<file path="src/hw/rtl/skc_pkg.sv">
package skc_pkg;

  typedef struct packed {
    logic [7:0] fg_red;
    logic [7:0] fg_green;
    logic [7:0] fg_blue;
    logic [7:0] bg_red;
    logic [7:0] bg_green;
    logic [7:0] bg_blue;
    logic       in_region;
  } pixel_t;

  typedef struct packed {
    logic [7:0] out_red;
    logic [7:0] out_green;
    logic [7:0] out_blue;
  } result_t;

  // Pixel data carried alongside the arithmetic through the pipeline.
  typedef struct packed {
    logic [7:0] fg_red;
    logic [7:0] fg_green;
    logic [7:0] fg_blue;
    logic [7:0] bg_red;
    logic [7:0] bg_green;
    logic [7:0] bg_blue;
    logic       bypass;
  } side_t;

  typedef enum logic [2:0] {
    REG_KEY_RED         = 3'd0,
    REG_KEY_GREEN       = 3'd1,
    REG_KEY_BLUE        = 3'd2,
    REG_KEY_CHROMA_BLUE = 3'd3,
    REG_KEY_CHROMA_RED  = 3'd4,
    REG_TOL_LOW         = 3'd5,
    REG_TOL_HIGH        = 3'd6
  } cfg_reg_t;

  localparam int D2_W       = 19;
  localparam int ROOT_W     = 18;
  localparam int SQRT_STEPS = 18;
  localparam int RADICAND_W = 2 * SQRT_STEPS;
  localparam int REM_W      = ROOT_W + 2;

  localparam int          CHROMA_X_W = 28;
  localparam logic [28:0] RECIP_MILLION = 29'd281474977;
  localparam int          RECIP_SHIFT = 48;

endpackage

</file>
<file path="src/hw/rtl/skc_sqrt_pipe.sv">
module skc_sqrt_pipe (
  input  logic                         clk,
  input  logic                         rst,
  input  logic                         in_valid,
  input  logic [skc_pkg::D2_W-1:0]     d2,
  input  skc_pkg::side_t               in_side,
  output logic                         out_valid,
  output logic [skc_pkg::ROOT_W-1:0]   root,
  output skc_pkg::side_t               out_side
);
  import skc_pkg::*;

  logic                  v   [0:SQRT_STEPS];
  logic [RADICAND_W-1:0] n   [0:SQRT_STEPS];
  logic [REM_W-1:0]      rem [0:SQRT_STEPS];
  logic [ROOT_W-1:0]     rt  [0:SQRT_STEPS];
  side_t                 sd  [0:SQRT_STEPS];

  assign v[0]   = in_valid;
  assign n[0]   = {{(RADICAND_W - D2_W - 16){1'b0}}, d2, 16'b0};
  assign rem[0] = '0;
  assign rt[0]  = '0;
  assign sd[0]  = in_side;

  for (genvar i = 0; i < SQRT_STEPS; i++) begin : g_step
    logic [REM_W+1:0] rem_sh;
    logic [REM_W+1:0] trial;
    logic             take;

    assign rem_sh = {rem[i], n[i][RADICAND_W-1-2*i -: 2]};
    assign trial  = {2'b00, rt[i], 2'b01};
    assign take   = rem_sh >= trial;

    always_ff @(posedge clk) begin
      if (rst) begin
        v[i+1] <= 1'b0;
      end else begin
        v[i+1] <= v[i];
      end
      n[i+1]  <= n[i];
      sd[i+1] <= sd[i];
      if (take) begin
        rem[i+1] <= REM_W'(rem_sh - trial);
        rt[i+1]  <= {rt[i][ROOT_W-2:0], 1'b1};
      end else begin
        rem[i+1] <= rem_sh[REM_W-1:0];
        rt[i+1]  <= {rt[i][ROOT_W-2:0], 1'b0};
      end
    end
  end

  assign out_valid = v[SQRT_STEPS];
  assign root      = rt[SQRT_STEPS];
  assign out_side  = sd[SQRT_STEPS];

endmodule

</file>
<file path="config.mk">
export PLATFORM = sky130hd
export DESIGN_NAME = skc_sqrt_pipe
export DESIGN_NICKNAME = d
export VERILOG_FILES = /design/src/hw/rtl/skc_pkg.sv /design/src/hw/rtl/skc_sqrt_pipe.sv
export SDC_FILE = /design/constraint.sdc
export NUM_CORES = 1
export LEC_CHECK = 0
export ABC_AREA = 0
export BUFFER_PORTS_ARGS = -buffer_cell sky130_fd_sc_hd__clkbuf_2
export CAP_MARGIN = 20
export CORE_MARGIN = 5
export CORE_UTILIZATION = 60
export DETAILED_ROUTE_END_ITERATION = 10
export PLACE_DENSITY = 0.81
export SYNTH_ARGS = -nofsm -noshare
export SYNTH_HDL_FRONTEND = slang
export SYNTH_SLANG_ARGS = --single-unit
</file>
<file path="constraint.sdc">
create_clock -name clk -period 4.15 [get_ports clk]
set_clock_uncertainty 0.1 [all_clocks]
set_input_delay 0 -clock clk [delete_from_list [all_inputs] [get_ports clk]]
set_output_delay 0 -clock clk [all_outputs]
set_load 0.1 [all_outputs]
</file>
==> results.yml <==
setup_path:
  crit_required_ps: 4650
  start_kind: "flip-flop"
  worst_ep_arrival_time_ps: 3690
  critPathMaxStageDelay_ps: 830
  crit_chain: "ha_1 > inv_1 > fa_1 > nor2b_1 > o31a_1 > o31ai_1 > nor4b_1 > o21ai_2 > mux2_2"
  critPathTopFamily: "compound AO/OA/AOI/OAI gates"
  criticalPathCategory: "flip-flop to flip-flop"
  path_max_fanout: 27
  end_kind: "flip-flop"
  path_buf_inv: 1
  cp_slowest_cell: "o21ai_2"
cts:
  clk_path_buf_depth: 3
  cts_buffers: 136
  clkTransAtPathRegs_ps: 70
  clk_latency_ps: 720
  htree_levels: 4
  cts_tree: "yes"
  ctsResizeCount: 0
  clock_tree.root_cell: "clkbuf_16"
  cts_sinks: 1458
synth:
  synth_seq_cells: 1458
  synth_edf_count: 0
  postSynthCellCount: 3313
  syn_avg_cell_area_um2: 12.5
  ys_seq_area_share_pct: 70.5
  synthArstFlopShare_pct: 0
  synthFlopType: "dfxtp_1"
  syn_nets: 3564
  yosysWarnings: 0
  ys_types: 82
  synth_area_um2: 41400
power_and_ir_drop:
  combPwrFrac_pct: 11.9
  power.density_nw_per_um2: 673
  pwr-share-clk_pct: 37.8
  internal_power_w: 0.0245
  pwr-share-seq_pct: 50.3
  p_switching_w: 0.00840
  power_leakage_nw: 22.2
  swShare_pct: 25.6
  peakVddDrop_mv: 0.584
global_route:
  grt_antenna_before_repair: 0
  grt_pass1_wl_mm: 115
  overflow: 0
  grt_usage_pct: 18.8
  grt_pass1_vias: 24000
  grt_max_degree: 29
timing:
  min_period_ps: 3190
  rsz0062_at_grt: "false"
  min_period_over_period_pct: 76.8
  setup_tns_ps: 0
  clock.fmax_ghz: 0.314
  slew_headroom_pct: 28.8
  maxSlewViolCount: 0
  tightest_slew_ps: 1070
  hold_viol_final: 0
  setup_viol: 0
  setup_ws_ps: 962
route:
  drtAntennaViolNets: 0
  wl_per_cell_um: 14.8
  drc: 0
  vias: 22900
  firstDrtPassIters: 5
  totalWireLength_mm: 68.9
  via_per_inst: 4.93
  drt_iter0_drc: 1159
cells_and_area:
  nFillCells: 4502
  fin_nets: 3911
  syn_to_final_growth_pct: 17.9
  drive_above_1_share_pct: 11.8
  antenna-diode-count: 0
floorplan:
  dieHeight_um: 273
  io_pins: 139
  core.rowCount: 96
  die_w_um: 273
  die_area_um2: 74400
  core_area_um2: 68500
  start_util_pct: 60.5
placed_design:
  numPortBuffers: 138
  globalplace.congestion: 0.863
  dp_hpwl_mm: 40.0
  post-place-ws_ps: 974
flow_run:
  maxCapViolCount: 0
run_status:
  outcome: "finished, final reports clean"
min_path:
  min_path_type: "primary input to flip-flop"
[cells in the mapped netlist, types with 9 or more instances]
cell,count,area share (%)
o21bai_1,15,0.27
o31ai_1,16,0.29
a21o_1,40,0.73
clkbuf_1,26,0.24
xnor2_1,91,1.9
and3_1,16,0.24
xor2_1,107,2.3
nor4_1,37,0.56
or3_1,34,0.51
nand4_1,11,0.17
nor2_1,136,1.2
nand3_1,38,0.46
or4_1,13,0.24
ha_1,173,5.2
o31a_1,9,0.19
inv_1,230,2.1
a211oi_1,14,0.25
nor2b_1,44,0.66
mux2_2,39,1.1
o211ai_1,12,0.22
dfxtp_1,1458,71
nand2b_1,32,0.48
nand2_1,154,1.4
o21a_1,34,0.62
buf_4,49,0.89
o21ai_0,135,1.6
or2_2,14,0.21
a21oi_1,137,1.7
a31oi_1,12,0.18
nor3_1,60,0.73
[power by group through the flow]
stage	Sequential [W]	Clock [W]	Combinational (W)
after floorplan	0.0166	0	0.00307
after global placement	0.0167	0	0.00364
after detailed placement	0.0168	0	0.00373
after CTS	0.0165	0.0127	0.00389
after global routing	0.0167	0.0134	0.00439
final	0.0165	0.0124	0.00391
[repair_timing]
| action | in CTS | in global routing |
|---|---|---|
| setup buffers | 0 | 0 |
| hold buffers | 140 | 0 |
| endpoints found under the setup margin | 0 | 0 |
| hold endpoints to repair | 86 | 0 |
[path summary, 6_finish.rpt]
path	endpoint	slack [ps]	cells after the start	startpoint
setup reg to reg	g_step[17].rem_sh[10]$_DFF_P_	960	9	g_step[16].rem_sh[2]$_SDFF_PP0_
hold / removal	v[2]$_SDFF_PP0_	180	3	rst
setup / recovery	g_step[17].rem_sh[10]$_DFF_P_	960	9	g_step[16].rem_sh[2]$_SDFF_PP0_
hold reg to reg	sd[293]$_DFF_P_	180	0	sd[342]$_DFF_P_
[worst min-delay path, stage by stage]
cell and delay (ps):
dlygate4sd3_1 530, clkbuf_2 350, nor2b_1 80
[layout make-up]
| class | count | area, µm² | area share (%) |
|---|---|---|---|
| multi-input cells | 1546 | 10900 | 22.3 |
| clock buffers | 188 | 3860 | 7.91 |
| clock inverters | 56 | 759 | 1.56 |
| well taps | 882 | 1100 | 2.26 |
| repair buffers | 288 | 2170 | 4.44 |
| inverters | 230 | 863 | 1.77 |
| flip-flops and latches | 1458 | 29200 | 59.8 |
[cell families (layout without fill, tap and decap cells)]
family	after synthesis	in the layout	share of synthesized area, %
flip-flops	1458	1458	70.5
AND/OR/NAND/NOR	633	633	7.75
AO/OA/AOI/OAI	486	486	7.42
buffers and inverters	309	762	3.27
XOR/XNOR	199	199	4.23
adder cells (fa/ha/maj)	180	180	5.57
multiplexers	47	47	1.25
other	1	1	0.00906
[stage by stage]
stage                     cells  area [µm²]  utilization, %  hold WS [ps]  power (W)
after floorplan            3313       41400               -         -72.3     0.0196
after global placement     4264       42800            62.5          2.14     0.0204
after detailed placement   4264       42800            62.5          3.91     0.0205
after CTS                  4648       48800            71.3           125     0.0331
after global routing       4648       48800            71.3           193     0.0345
final                      4648       48800            71.3           176     0.0329
[registers in the layout (all words and copies together) (netlist names)]
signal	count
sd	833
out_valid	1
out_side	49
n	72
root	18
v	17
g_step.trial	153
g_step.rem_sh	315
[routing by layer]
metal / up-vias / wire length [µm] / GRT usage, %
met5: - / 0 / 0
met4: 0 / 2080 / 7.44
met3: 146 / 2310 / 3.78
met2: 405 / 37700 / 35.8
met1: 10600 / 26900 / 20.2
li1: 11700 / - / -
[layout by cell type (no fill, tap or decap), drive strengths merged, types with 7 or more instances in the layout]
cell	synthesis	final
dfxtp	1458	1458
clkbuf	26	326
inv	230	237
ha	173	173
nand2	154	154
a21oi	142	142
nor2	141	141
dlygate4sd3	0	140
o21ai	136	136
xor2	107	107
xnor2	92	92
nor3	60	60
nor2b	44	44
a21o	40	40
mux2	39	39
nand3	38	38
nor4	37	37
or3	36	36
clkinv	0	35
o21a	34	34
nand2b	32	32
o31ai	17	17
and3	16	16
or2	16	16
o21bai	15	15
a211oi	14	14
or4	14	14
o211ai	13	13
a31oi	12	12
nand4	11	11
buf	53	10
o31a	9	9
mux2i	8	8
fa	7	7
bufinv	0	7
clkinvlp	0	7
nor4b	7	7
Power figures use the tool's default switching activity.
